--- src/rtl/core/qvr_pkg.sv ---
`timescale 1ns / 1ps
// Package for the quaternion vector rotation pipeline.
// Holds widths, beat types and product index names; it depends on nothing.
package qvr_pkg;

  // Field widths of the input and result beats.
  localparam int VEC_W  = 16;
  localparam int FRAC_W = 14;
  localparam int QUAT_W = FRAC_W + 2;

  // Internal widths: quaternion pair products, rotation matrix entries,
  // matrix times vector products, row sums and the rounded row value.
  localparam int QQ_W  = 2 * QUAT_W;
  localparam int M_W   = QQ_W + 2;
  localparam int P_W   = M_W + VEC_W;
  localparam int ACC_W = P_W + 2;
  localparam int SH    = 2 * FRAC_W;
  localparam int RND_W = ACC_W - SH;

  // Rounding offset of one half at the product scale.
  localparam logic signed [ACC_W-1:0] HALF = ACC_W'(1) <<< (SH - 1);

  // Saturation bounds at the rounded width.
  localparam logic signed [RND_W-1:0] RND_MAX =
    {{(RND_W-VEC_W+1){1'b0}}, {(VEC_W-1){1'b1}}};
  localparam logic signed [RND_W-1:0] RND_MIN = ~RND_MAX;

  // Saturation bounds at the result width.
  localparam logic signed [VEC_W-1:0] VEC_MAX = {1'b0, {(VEC_W-1){1'b1}}};
  localparam logic signed [VEC_W-1:0] VEC_MIN = {1'b1, {(VEC_W-1){1'b0}}};

  // Places of the ten distinct quaternion pair products.
  localparam int NUM_PAIRS = 10;
  localparam int PR_WW = 0;
  localparam int PR_WX = 1;
  localparam int PR_WY = 2;
  localparam int PR_WZ = 3;
  localparam int PR_XX = 4;
  localparam int PR_XY = 5;
  localparam int PR_XZ = 6;
  localparam int PR_YY = 7;
  localparam int PR_YZ = 8;
  localparam int PR_ZZ = 9;

  // Input beat.
  typedef struct packed {
    logic signed [QUAT_W-1:0] quat_w;
    logic signed [QUAT_W-1:0] quat_x;
    logic signed [QUAT_W-1:0] quat_y;
    logic signed [QUAT_W-1:0] quat_z;
    logic signed [VEC_W-1:0]  vec_x;
    logic signed [VEC_W-1:0]  vec_y;
    logic signed [VEC_W-1:0]  vec_z;
  } item_t;

  // Result beat.
  typedef struct packed {
    logic signed [VEC_W-1:0] rot_x;
    logic signed [VEC_W-1:0] rot_y;
    logic signed [VEC_W-1:0] rot_z;
    logic                    overflow;
  } result_t;

endpackage

--- src/rtl/core/qvr_matrix.sv ---
`timescale 1ns / 1ps
// Second pipeline stage: the nine entries of the rotation matrix of q,
// exact at the squared fraction scale. Depends on qvr_pkg.
module qvr_matrix (
  input  logic                                clk,
  input  logic                                rst,
  input  logic                                in_valid,
  output logic                                in_ready,
  input  logic signed [qvr_pkg::QQ_W-1:0]     pair [qvr_pkg::NUM_PAIRS],
  input  logic signed [qvr_pkg::VEC_W-1:0]    vec_in [3],
  output logic                                out_valid,
  input  logic                                out_ready,
  output logic signed [qvr_pkg::M_W-1:0]      mat [3][3],
  output logic signed [qvr_pkg::VEC_W-1:0]    vec [3]
);

  logic signed [qvr_pkg::M_W-1:0] ww, wx, wy, wz, xx, xy, xz, yy, yz, zz;

  assign in_ready = !out_valid || out_ready;

  // Widen the pair products so that sums of four cannot wrap.
  always_comb begin
    ww = qvr_pkg::M_W'(pair[qvr_pkg::PR_WW]);
    wx = qvr_pkg::M_W'(pair[qvr_pkg::PR_WX]);
    wy = qvr_pkg::M_W'(pair[qvr_pkg::PR_WY]);
    wz = qvr_pkg::M_W'(pair[qvr_pkg::PR_WZ]);
    xx = qvr_pkg::M_W'(pair[qvr_pkg::PR_XX]);
    xy = qvr_pkg::M_W'(pair[qvr_pkg::PR_XY]);
    xz = qvr_pkg::M_W'(pair[qvr_pkg::PR_XZ]);
    yy = qvr_pkg::M_W'(pair[qvr_pkg::PR_YY]);
    yz = qvr_pkg::M_W'(pair[qvr_pkg::PR_YZ]);
    zz = qvr_pkg::M_W'(pair[qvr_pkg::PR_ZZ]);
  end

  // Valid bit.
  always_ff @(posedge clk) begin
    if (rst) begin
      out_valid <= 1'b0;
    end else if (in_ready) begin
      out_valid <= in_valid;
    end
  end

  // Matrix entries of q (0,v) conj(q); the off-diagonal terms are doubled.
  always_ff @(posedge clk) begin
    if (in_ready && in_valid) begin
      mat[0][0] <= ww + xx - yy - zz;
      mat[0][1] <= (xy - wz) <<< 1;
      mat[0][2] <= (xz + wy) <<< 1;
      mat[1][0] <= (xy + wz) <<< 1;
      mat[1][1] <= ww - xx + yy - zz;
      mat[1][2] <= (yz - wx) <<< 1;
      mat[2][0] <= (xz - wy) <<< 1;
      mat[2][1] <= (yz + wx) <<< 1;
      mat[2][2] <= ww - xx - yy + zz;
      vec       <= vec_in;
    end
  end

endmodule

--- config.mk ---
export PLATFORM = sky130hd
export DESIGN_NAME = qvr_matrix
export DESIGN_NICKNAME = d
export VERILOG_FILES = /design/src/rtl/core/qvr_pkg.sv /design/src/rtl/core/qvr_matrix.sv
export SDC_FILE = /design/constraint.sdc
export NUM_CORES = 1
export LEC_CHECK = 0
export ABC_AREA = 1
export BUFFER_PORTS_ARGS = -buffer_cell sky130_fd_sc_hd__buf_2
export CELL_PAD_IN_SITES_DETAIL_PLACEMENT = 1
export CELL_PAD_IN_SITES_GLOBAL_PLACEMENT = 1
export CORE_MARGIN = 8
export CORE_UTILIZATION = 44
export DETAILED_ROUTE_END_ITERATION = 10
export PLACE_DENSITY_LB_ADDON = 0.08
export SKIP_LAST_GASP = 1
export SLEW_MARGIN = 20
export SYNTH_ARGS = -nofsm -noshare
export SYNTH_HDL_FRONTEND = slang
export SYNTH_SLANG_ARGS = --single-unit
--- constraint.sdc ---
create_clock -name clk -period 49.8 [get_ports clk]
set_input_delay 9.96 -clock clk [delete_from_list [all_inputs] [get_ports clk]]
set_output_delay 9.96 -clock clk [all_outputs]
set_load 0.02 [all_outputs]
After elaboration in Yosys (flattened, before gate mapping)

Cells that the tools add are included.

RAM bits: 0
Word-level logic and storage cells: 30
Bits in read-only memories: 0
Flip-flop bits (word level): 349
Latch bits: 0
Memories: 0

Magnitude comparators: 0
Add/subtract/negate cells: 14
Bitwise operators: 0
Multiplexer cells: 0
Shifts and indexed selects: 0
Reductions and logical operators: 3
Eq/ne operators: 0
$mul: 0
Div/mod/pow operators: 0

Operators with widths:

| kind              | number |
|---|---|
| $add 32x32->33    | 4 |
| $sub 32x32->33    | 4 |
| $sub 33x32->34    | 2 |
| $sub 34x32->34    | 2 |
| $add 33x32->34    | 1 |
| $add 34x32->34    | 1 |
| $logic_and 1x1->1 | 1 |
| $logic_not 1->1   | 1 |
| $logic_or 1x1->1  | 1 |

Depth between registers and ports, before layout

Gate-level depths: netlist (run 1).

Word-level depth: 3
Depth in mapped cells: 25
Gate-level depth less buffers: 25

Least setup slack after synthesis (run 1)

OpenSTA, ideal clock, no wires.

Kind: input to register
Start point: in in_valid
End point: reg mat[0] (netlist name) (enable)
Cell stages on the path: 2
Path buffers: 0
Setup slack: 22.104 ns
Setup time: 1.168 ns
Required time: 48.632 ns
Arrival: 26.528 ns
Path through: inv_1 > a21oi_1

Cells in the longest elaborated chain, start to end: 1

Ends and longest elaborated chain:

| element           | RTL line         | RTL |
|---|---|---|
| start, declared   | qvr_matrix.sv:7  | `input logic in_valid,` |
| $logic_and 1x1->1 | qvr_matrix.sv:46 | `if (in_ready && in_valid) begin` |
| end, declared     | qvr_matrix.sv:13 | `output logic signed [qvr_pkg::M_W-1:0] mat [3][3],` |

Every way passes these cells.
A chain may end at the register's enable or synchronous reset.

Worst setup path in the final report (run 1)

Start point: in out_ready
End point: out in_ready

Cells in the longest elaborated chain, start to end: 1

Ends and longest elaborated chain:

| element          | RTL line         | RTL |
|---|---|---|
| start, declared  | qvr_matrix.sv:12 | `input logic out_ready,` |
| $logic_or 1x1->1 | qvr_matrix.sv:19 | `assign in_ready = !out_valid \|\| out_ready;` |
| end, declared    | qvr_matrix.sv:8  | `output logic in_ready,` |

Every way passes these cells.

==> results.sh, run 1 <==
export IMPL_synth_cells=5376
export IMPL_path_clk_slew_ns=0.06
export IMPL_globalRouteOverflowTotal=0
export IMPL_grt_max_degree=74
export IMPL_fmax_mhz=48.98
export IMPL_cts_inserted_buffers=44
export IMPL_hold_path_class="flop to flop"
export IMPL_critPathMostFrequentCell="buf_2"
export IMPL_reg2reg_to="mat[24]"
export IMPL_critPathArrivalTime_ns=10.46
export IMPL_die_h_um=307.6
export IMPL_status="finished clean"
export IMPL_num_fill_cells=11396
export IMPL_setup_viol=0
export IMPL_routed_wl_mm=159.6
export IMPL_syn_to_final_growth_pct=15.78
export IMPL_startpoint="out_ready"
export IMPL_drt_antenna_violating_nets=0
export IMPL_initial_utilization=0.4414
export IMPL_reg2reg_depth=4
export IMPL_end_kind="primary output"
export IMPL_critical_path_top_delay_family="buffers and inverters"
export IMPL_critPathMaxStageDelay_ns=0.19
export IMPL_ys_warn_count=0
export IMPL_p_leak_nw=23.39
export IMPL_start_kind="primary input"
export IMPL_dr_pass1_iters=5
export IMPL_synth_top_area_frac=0.2770
export IMPL_ys_seq_elements=346
export IMPL_p_total_mw=1.625
export IMPL_wl_per_cell_um=21.99
export IMPL_gp_congestion=0.9881
export IMPL_hold_viol=0
export IMPL_grt_first_pass_wirelength_mm=237.0
export IMPL_yosys_top_cells_count="nand2_1, inv_1, nor2_1"
export IMPL_async_reset_ff_frac=0
export IMPL_portBuffers=721
export IMPL_slew_headroom=0.3048
export IMPL_ys_types=38
export IMPL_max_clock_path_buffers=3
export IMPL_synth_area_leaders="edfxtp_1, nand2_1, ha_1"
export IMPL_ys_seq_area_frac=0.2775
export IMPL_grt_setup_unrepaired="no"
export IMPL_period_minus_slack_ns=20.42
export IMPL_critPathRequiredTime_ns=39.84
export IMPL_synth_largest_area_cell="edfxtp_1"
export IMPL_vias=38243
export IMPL_rrSetupSlack_ns=45.76
export IMPL_cts_resized_gates=0
export IMPL_finalSetupTns_ns=0
export IMPL_num_io_pins=728
export IMPL_root_buffer="clkbuf_16"
export IMPL_final_cells=7258
export IMPL_timing_rr_start="out_valid"
export IMPL_dp_hpwl_mm=139.4
export IMPL_dieArea_mm2=0.09459
export IMPL_routed_via_density=5.269
export IMPL_placed_cells=7166
export IMPL_htreeDepth=2
export IMPL_first_global_vias=40596
export IMPL_finalClockSkew_ns=0.03140
export IMPL_synth_area_mm2=0.03740
export IMPL_drv_cap=0
export IMPL_worst_path_max_delay_cell="buf_2"
export IMPL_yosysMostFrequentCell="nand2_1"
export IMPL_dieWidth_um=307.6
export IMPL_path_max_fanout=2
export IMPL_ys_flop_type="edfxtp_1"
export IMPL_layout_drive_gt1_share=0.1465
export IMPL_drt_iter0_drc=2156
export IMPL_timing_hold_ws_ns=0.5920
export IMPL_nets=6905
export IMPL_crit_buf_inv=3
export IMPL_crit_end="in_ready"
export IMPL_clock_sinks=346
export IMPL_insertion_delay_ns=0.62
export IMPL_hold_path_depth=2
export IMPL_fin_crit_sh=0.4100
export IMPL_worstSetupPathDepth=4
export IMPL_synth_edff_count=345
export IMPL_utilization=0.5110
export IMPL_cts_tree="yes"
export IMPL_core_area_mm2=0.08475
export IMPL_drt_drc_violations_left=0
export IMPL_grt_use_total=0.3256
export IMPL_worst_pin_slew_ns=1.040
export IMPL_crit_type="primary input to primary output"
export IMPL_slew_violations=0
export IMPL_crit_chain="buf_2 > inv_1 > nand2_1 > buf_2"
export IMPL_ir_worst_vdd_uv=30.47
export IMPL_post_cts_buffers=0
export IMPL_syn_avg_cell_area_um2=6.957
export IMPL_hold_buffers=0
export IMPL_grt_antenna_before_repair=24
export IMPL_p_per_area_mw_per_mm2=37.53
export IMPL_rows=107
-- cells in the final DEF (no fill, tap or decap), drive strengths merged, types with 3 or more instances in the layout --
cell and count:
a21o 3, a21oi 343, and2 8, buf 726
bufinv 5, clkbuf 48, clkinv 22, conb 6
diode 13, edfxtp 345, fa 138, ha 327
inv 1086, nand2 1680, nand3 242, nand3b 6
nand4 76, nor2 517, nor3 86, nor4 11
o21ai 229, o21bai 33, xnor2 28, xor2 129
-- kinds of logic (layout without fill, tap and decap cells) --
| kind of cell | after synthesis | count (layout) | share of synthesized area |
|---|---|---|---|
| AOI/OAI and AO/OA | 612 | 612 | 0.08560 |
| xor gates and xnor gates | 157 | 157 | 0.03676 |
| adders and majority gates | 465 | 465 | 0.1832 |
| buffers and inverters | 1169 | 1889 | 0.1280 |
| DFF | 346 | 346 | 0.2775 |
| other | 1 | 19 | 0.0001003 |
| and+or+nand+nor | 2626 | 2626 | 0.2888 |
-- layer usage --
metal | track usage | up-vias | part of all wire
met5 | 0 | - | 0.00034
met2 | 0.5760 | 1157 | 0.49
met1 | 0.3871 | 18578 | 0.40
li1 | - | 18197 | -
met3 | 0.05841 | 303 | 0.067
met4 | 0.1360 | 8 | 0.048
-- layout make-up --
| type | instances | area (µm²) | area share |
|---|---|---|---|
| diodes | 13 | 32.53 | 0.0007512 |
| clock buffers | 48 | 1116 | 0.02577 |
| clock inverters | 31 | 361.6 | 0.008350 |
| inverters | 1084 | 4071 | 0.09402 |
| multi-input cells | 3866 | 22270 | 0.5142 |
| flip-flops and latches | 346 | 10380 | 0.2397 |
| well taps | 1144 | 1431 | 0.03305 |
| repair buffers | 726 | 3646 | 0.08420 |
-- stage by stage --
stage / setup slack [ns] / cell area (µm²)
2_1_floorplan: 22.10 / 37420
3_3_place_gp: 29.41 / 41790
3_5_place_dp: 29.37 / 41790
4_1_cts: 29.38 / 43270
5_1_grt: 29.35 / 43290
6_report: 29.38 / 43300
-- worst reg2reg max path: cells and delay by family, from the launching register on --
kind	cells	cell delay, ns
buffers and inverters	3	2.34
AOI/OAI and AO/OA	1	0.82
DFF	1	0.35
-- worst min-delay path by stage --
stage / start / endpoint / slack (ns)
finish: out_valid / out_valid / 0.59
global route: out_valid / out_valid / 0.63
CTS: out_valid / out_valid / 0.60
detailed placement: out_valid / out_valid / 0.57
global placement: out_valid / out_valid / 0.52
floorplan: out_valid / out_valid / 0.71
-- power breakdown --
part / internal, mW / switching [mW]
sequential: 0.411 / 0.0328
combinational: 0.252 / 0.595
clock: 0.191 / 0.144
-- sequential cells by signal, indices dropped and copies added (netlist names) --
signal     cells
out_valid      1
mat          297
vec           48
No activity file was read; power rests on OpenSTA's default activity.
==> run 2, diff against run 1 <==
CORE_UTILIZATION = 37   (was 44)
clock period = 17.4 ns   (was 49.8 ns; I/O delays follow)
==> run 2 against run 1 <==
  * Clock-buffer cell count is 1 higher
  * First-iteration DRC count is 15% higher
  * Hold slack worse by 0.053 ns
  * Clock power grew to 2.8 times the previous value
  * Largest power group unchanged
  * Highest routed layer unchanged
==> results.sh, run 2 (same netlist as run 1, synthesis figures left out) <==
export IMPL_nets=6906
export IMPL_clock_sinks=346
export IMPL_p_leak_nw=23.37
export IMPL_critPathMaxStageDelay_ns=0.54
export IMPL_crit_chain="buf_2 > inv_1 > ha_1 > fa_1 > inv_1 > nand3_1 > nand2_1 > nand3_1 > nand2_1 > nand2_1 > nand2_1 > xor2_1 > fa_1 > ha_1 > nand2_1 > o21ai_0 > nor2_1 > nand2_1 > nand2_1 > nand3_1 > nand2_1"
export IMPL_fmax_mhz=134.1
export IMPL_worst_pin_slew_ns=0.8855
export IMPL_crit_type="primary input to flop"
export IMPL_grt_use_total=0.2863
export IMPL_globalRouteOverflowTotal=0
export IMPL_insertion_delay_ns=0.62
export IMPL_grt_max_degree=68
export IMPL_worst_path_max_delay_cell="fa_1"
export IMPL_critPathRequiredTime_ns=17.77
export IMPL_drt_iter0_drc=2469
export IMPL_period_minus_slack_ns=7.457
export IMPL_finalClockSkew_ns=0.01330
export IMPL_setup_viol=0
export IMPL_rows=116
export IMPL_end_kind="flop"
export IMPL_root_buffer="clkbuf_16"
export IMPL_status="finished clean"
export IMPL_critPathMostFrequentCell="nand2_1"
export IMPL_p_per_area_mw_per_mm2=106.1
export IMPL_critPathArrivalTime_ns=7.83
export IMPL_reg2reg_to="mat[262]"
export IMPL_max_clock_path_buffers=3
export IMPL_crit_end="mat[29]"
export IMPL_drv_cap=0
export IMPL_biggestRegsByFlops="mat x297, vec x48, out_valid x1"
export IMPL_gp_congestion=0.9630
export IMPL_drt_drc_violations_left=0
export IMPL_drt_antenna_violating_nets=0
export IMPL_dieWidth_um=333.9
export IMPL_vias=37460
export IMPL_slew_violations=0
export IMPL_core_area_mm2=0.1001
export IMPL_layout_commonest_cell="nand2_1"
export IMPL_dp_hpwl_mm=147.1
export IMPL_wl_per_cell_um=22.39
export IMPL_grt_first_pass_wirelength_mm=243.8
export IMPL_die_h_um=333.9
export IMPL_rrSetupSlack_ns=13.14
export IMPL_path_clk_slew_ns=0.06
export IMPL_cts_tree="yes"
export IMPL_dr_pass1_iters=5
export IMPL_dieArea_mm2=0.1115
export IMPL_fin_crit_sh=0.4285
export IMPL_final_area_mm2=0.04346
export IMPL_num_io_pins=728
export IMPL_timing_rr_start="out_valid"
export IMPL_ir_worst_vdd_uv=88.21
export IMPL_startpoint="pair[288]"
export IMPL_post_cts_buffers=0
export IMPL_largest_register_ffs=297
export IMPL_regMostFlops="mat"
export IMPL_syn_to_final_growth_pct=16.20
export IMPL_cts_inserted_buffers=44
export IMPL_first_global_vias=38717
export IMPL_grt_setup_unrepaired="no"
export IMPL_routed_via_density=5.049
export IMPL_start_kind="primary input"
export IMPL_placed_area_mm2=0.04199
export IMPL_path_max_fanout=4
export IMPL_layout_drive_gt1_share=0.1465
export IMPL_initial_utilization=0.3735
export IMPL_reg2reg_depth=5
export IMPL_htreeDepth=2
export IMPL_hold_viol=0
export IMPL_layout_common_cells="nand2_1, inv_1, buf_2"
export IMPL_cts_resized_gates=0
export IMPL_grt_antenna_before_repair=23
export IMPL_placed_cells=7321
export IMPL_finalSetupTns_ns=0
export IMPL_portBuffers=721
export IMPL_routed_wl_mm=166.1
export IMPL_hold_buffers=0
export IMPL_hold_path_class="flop to flop"
export IMPL_slew_headroom=0.4097
export IMPL_final_cells=7420
==> run 2: cell types whose count changed in the layout (fill, tap and decap cells not counted) <==
cell        previous run  this run
clkinvlp_4             2         4
clkinv_1               7         8
buf_4                  5         6
clkbuf_1               4         5
clkinv_2               7        10
clkinv_16              1         0
inv_6                  1         3
bufinv_16              5         4
diode_2               13        19
clkinv_4               6         0
==> run 2: worst max-delay path, delay by kind of cell <==
kind	cells	cell delay, ns
fa+ha+maj	4	1.57
buf+inv	3	0.28
xor+xnor	1	0.34
compound gates	1	0.41
simple gates	12	1.73
==> run 2: worst min-delay path by stage <==
| stage | startpoint | endpoint | slack (ns) | cells past startpoint |
|---|---|---|---|---|
| 4_1_cts | out_valid | out_valid | 0.54 | 2 |
| 2_1_floorplan | out_valid | out_valid | 0.72 | 2 |
| 5_1_grt | out_valid | out_valid | 0.56 | 2 |
| 6_report | out_valid | out_valid | 0.54 | 2 |
| 3_3_place_gp | out_valid | out_valid | 0.52 | 2 |
| 3_5_place_dp | out_valid | out_valid | 0.54 | 2 |
==> run 2: layout make-up <==
cell class                 count  area [µm²]
clock inverter                31       300.3
multi-input combinational   3866       22270
tap                         1298        1624
fill                       13071       56680
inverter                    1084        4071
timing repair buffer         727        3654
clock buffer                  49        1120
antenna                       19       47.55
sequential                   346       10380
==> run 2: where the power goes <==
group	switching [mW]	internal, mW
sequential	0.0747	1.17
combinational	1.71	0.721
clock	0.407	0.528
==> run 2: metal layers <==
| layer | global-route usage | vias up | wire [µm] |
|---|---|---|---|
| li1 | - | 18222 | - |
| met1 | 0.3723 | 17910 | 72320 |
| met2 | 0.4847 | 1134 | 77410 |
| met3 | 0.05962 | 184 | 11980 |
| met4 | 0.07069 | 10 | 4314 |
| met5 | 0 | - | 69 |
==> run 2: stage by stage <==
stage	total power [mW]	hold slack [ns]	utilization	setup slack, ns
2_1_floorplan	2.786	0.7183	-	3.329
3_3_place_gp	3.665	0.5215	0.4193	9.538
3_5_place_dp	3.685	0.5350	0.4193	9.500
4_1_cts	4.650	0.5410	0.4335	10.00
5_1_grt	4.908	0.5593	0.4336	9.781
6_report	4.613	0.5387	0.4340	9.943
==> run 3, diff against run 2 <==
ABC_AREA = 0   (was 1)
CORE_UTILIZATION = 38   (was 37)
clock period = 6 ns   (was 17.4 ns; I/O delays follow)
==> run 3 against run 2 <==
  * Die area is 22% lower
  * Clock power increased to 3.0 times the previous value
  * Power grew to 2.9 times the previous value
  * First-iteration DRC count fell by 39%
  * Routed wire length down 30%
  * Combinational power rose to 2.7 times the previous value
  * Core utilization increased by 4.8 points
  * Sequential power grew to 3.0 times the previous value
  * Final cell count decreased by 33%
  * Hold slack better by 0.038 ns
  * Final area down 14%
  * Sequential share of layout area grew 3.9 points
  * Largest cell class unchanged
  * Highest routed layer unchanged
==> results.sh, run 3 <==
export IMPL_biggestRegsByFlops="mat x297, vec x48, out_valid x1"
export IMPL_synth_area_leaders="edfxtp_1, ha_1, fa_1"
export IMPL_worstSetupPathDepth=23
export IMPL_crit_type="primary input to flop"
export IMPL_critPathArrivalTime_ns=6.06
export IMPL_path_max_fanout=4
export IMPL_drt_drc_violations_left=0
export IMPL_synth_largest_area_cell="edfxtp_1"
export IMPL_power_internal_mw=7.822
export IMPL_routed_wl_mm=116.1
export IMPL_hold_viol=0
export IMPL_htreeDepth=2
export IMPL_switching_share=0.4054
export IMPL_rrSetupSlack_ns=4.04
export IMPL_layout_common_cells="buf_2, edfxtp_1, ha_1"
export IMPL_grt_first_pass_wirelength_mm=170.8
export IMPL_drv_cap=0
export IMPL_max_clock_path_buffers=3
export IMPL_pre_cts_slack_ns=-0.4276
export IMPL_hold_buffers=0
export IMPL_crit_buf_inv=3
export IMPL_insertion_delay_ns=0.58
export IMPL_combPwrFrac=0.508
export IMPL_setup_slack_ns=0.2734
export IMPL_yosysMostFrequentCell="edfxtp_1"
export IMPL_fmax_mhz=174.6
export IMPL_end_kind="flop"
export IMPL_portBuffers=721
export IMPL_slew_headroom=0.2750
export IMPL_p_leak_nw=17.04
export IMPL_start_kind="primary input"
export IMPL_grt_antenna_before_repair=34
export IMPL_dieWidth_um=295.8
export IMPL_period_minus_slack_ns=5.727
export IMPL_critPathRequiredTime_ns=6.33
export IMPL_yosys_top_cells_count="edfxtp_1, ha_1, inv_1"
export IMPL_timing_rr_start="out_valid"
export IMPL_rows=102
export IMPL_final_cells=4950
export IMPL_synth_top_area_frac=0.3482
export IMPL_status="finished clean"
export IMPL_core_area_mm2=0.07747
export IMPL_p_total_mw=13.15
export IMPL_critical_path_top_delay_family="compound AO/OA/AOI/OAI gates"
export IMPL_ys_seq_elements=346
export IMPL_cts_tree="yes"
export IMPL_drt_antenna_violating_nets=0
export IMPL_utilization=0.4817
export IMPL_slew_violations=0
export IMPL_num_io_pins=728
export IMPL_clock_sinks=346
export IMPL_finalClockSkew_ns=0.01169
export IMPL_syn_to_final_growth_pct=25.41
export IMPL_p_sw_mw=5.333
export IMPL_gp_congestion=0.9451
export IMPL_reg2reg_to="mat[15]"
export IMPL_startpoint="pair[161]"
export IMPL_async_reset_ff_frac=0
export IMPL_worst_path_max_delay_cell="fa_1"
export IMPL_reg2reg_depth=3
export IMPL_path_clk_slew_ns=0.06
export IMPL_synth_cells=2978
export IMPL_final_area_mm2=0.03731
export IMPL_setup_viol=0
export IMPL_synth_edff_count=345
export IMPL_die_h_um=295.8
export IMPL_initial_utilization=0.3841
export IMPL_vias=26192
export IMPL_finalSetupTns_ns=0
export IMPL_dieArea_mm2=0.08751
export IMPL_globalRouteOverflowTotal=0
export IMPL_drt_iter0_drc=1514
export IMPL_hold_path_class="flop to flop"
export IMPL_placed_cells=4840
export IMPL_placed_area_mm2=0.03572
export IMPL_ys_flop_type="edfxtp_1"
export IMPL_routed_via_density=5.291
export IMPL_clock_power_share=0.211
export IMPL_synth_area_mm2=0.02975
export IMPL_cts_inserted_buffers=46
export IMPL_wl_per_cell_um=23.45
export IMPL_ir_worst_vdd_uv=280.8
export IMPL_timing_hold_ws_ns=0.5768
export IMPL_largest_register_ffs=297
export IMPL_worst_pin_slew_ns=1.078
export IMPL_regMostFlops="mat"
export IMPL_ys_seq_area_frac=0.3489
export IMPL_grt_max_degree=121
export IMPL_crit_end="mat[166]"
export IMPL_root_buffer="clkbuf_16"
export IMPL_syn_avg_cell_area_um2=9.991
export IMPL_crit_chain="buf_2 > inv_1 > ha_1 > nor2b_1 > o31a_1 > nor3_2 > nor2_1 > o21ai_0 > nand2b_1 > xor2_1 > fa_1 > ha_1 > nand3_1 > nor2_1 > o31ai_1 > a211o_1 > o31a_1 > o31ai_2 > buf_4 > o21a_1 > a211o_1 > a21oi_1 > xnor2_1"
export IMPL_dr_pass1_iters=5
export IMPL_layout_drive_gt1_share=0.2624
export IMPL_layout_commonest_cell="buf_2"
export IMPL_ys_types=86
export IMPL_nets=4685
export IMPL_p_per_area_mw_per_mm2=352.5
export IMPL_dp_hpwl_mm=99.29
export IMPL_grt_use_total=0.2533
export IMPL_seqPwrFrac=0.281
export IMPL_critPathMaxStageDelay_ns=0.51
export IMPL_ys_warn_count=0
export IMPL_num_fill_cells=8979
export IMPL_fin_crit_sh=0.9544
export IMPL_first_global_vias=28013
-- run 3: cell count changes after synthesis, moves of 98 or more --
cell     delta
nand2_1  -1531
inv_1     -765
nor2_1    -252
nand3_1   -191
xnor2_1   +189
o21ai_0    -98
-- run 3: repair_timing --
action | in CTS | in global routing
setup endpoints to repair | 0 | 12
buffers inserted | 0 | 0
gates resized for setup | 0 | 10
-- run 3: routing by layer --
metal	up-vias	global-route usage	part of all wire
met5	-	0	0.00057
met4	12	0.07325	0.029
met3	156	0.04722	0.068
met2	702	0.4407	0.49
met1	13029	0.3191	0.41
li1	12293	-	-
-- run 3: cell families after synthesis --
| family | after synthesis | synth area share |
|---|---|---|
| AOI/OAI and AO/OA | 844 | 0.1831 |
| xor gates and xnor gates | 280 | 0.08243 |
| adders and majority gates | 465 | 0.2304 |
| buffers and inverters | 409 | 0.05337 |
| DFF | 346 | 0.3489 |
| muxes | 2 | 0.0006729 |
| other | 1 | 0.0001260 |
| and+or+nand+nor | 631 | 0.1010 |
-- run 3: area by class of cell --
cell class | count | area (µm²) | area share
inverters | 322 | 1209 | 0.03239
clock inverters | 27 | 291.5 | 0.007813
flip-flops and latches | 346 | 10380 | 0.2782
repair buffers | 904 | 5020 | 0.1345
clock buffers | 56 | 1189 | 0.03186
multi-input cells | 2228 | 17860 | 0.4785
well taps | 1040 | 1301 | 0.03487
diodes | 27 | 67.56 | 0.001811
-- run 3: worst min-delay path by stage --
stage | start | slack [ns] | depth (start not counted) | to
6_report | out_valid | 0.58 | 2 | out_valid
5_1_grt | out_valid | 0.61 | 2 | out_valid
4_1_cts | out_valid | 0.57 | 2 | out_valid
3_5_place_dp | out_valid | 0.56 | 2 | out_valid
3_3_place_gp | out_valid | 0.52 | 2 | out_valid
2_1_floorplan | out_valid | 0.74 | 2 | out_valid
-- run 3: worst min-delay path, stage by stage, from the launching register on --
cell      delay (ns)
dfxtp_1         0.31
nand2b_1        0.14
a21oi_1         0.08
-- run 3: power groups by stage --
stage / clock, mW / combinational [mW] / sequential [mW]
detailed placement: 0 / 6.63 / 3.73
global route: 2.92 / 7.27 / 3.74
finish: 2.77 / 6.68 / 3.70
CTS: 2.85 / 6.70 / 3.70
global placement: 0 / 6.51 / 3.74
floorplan: 0 / 3.33 / 4.32
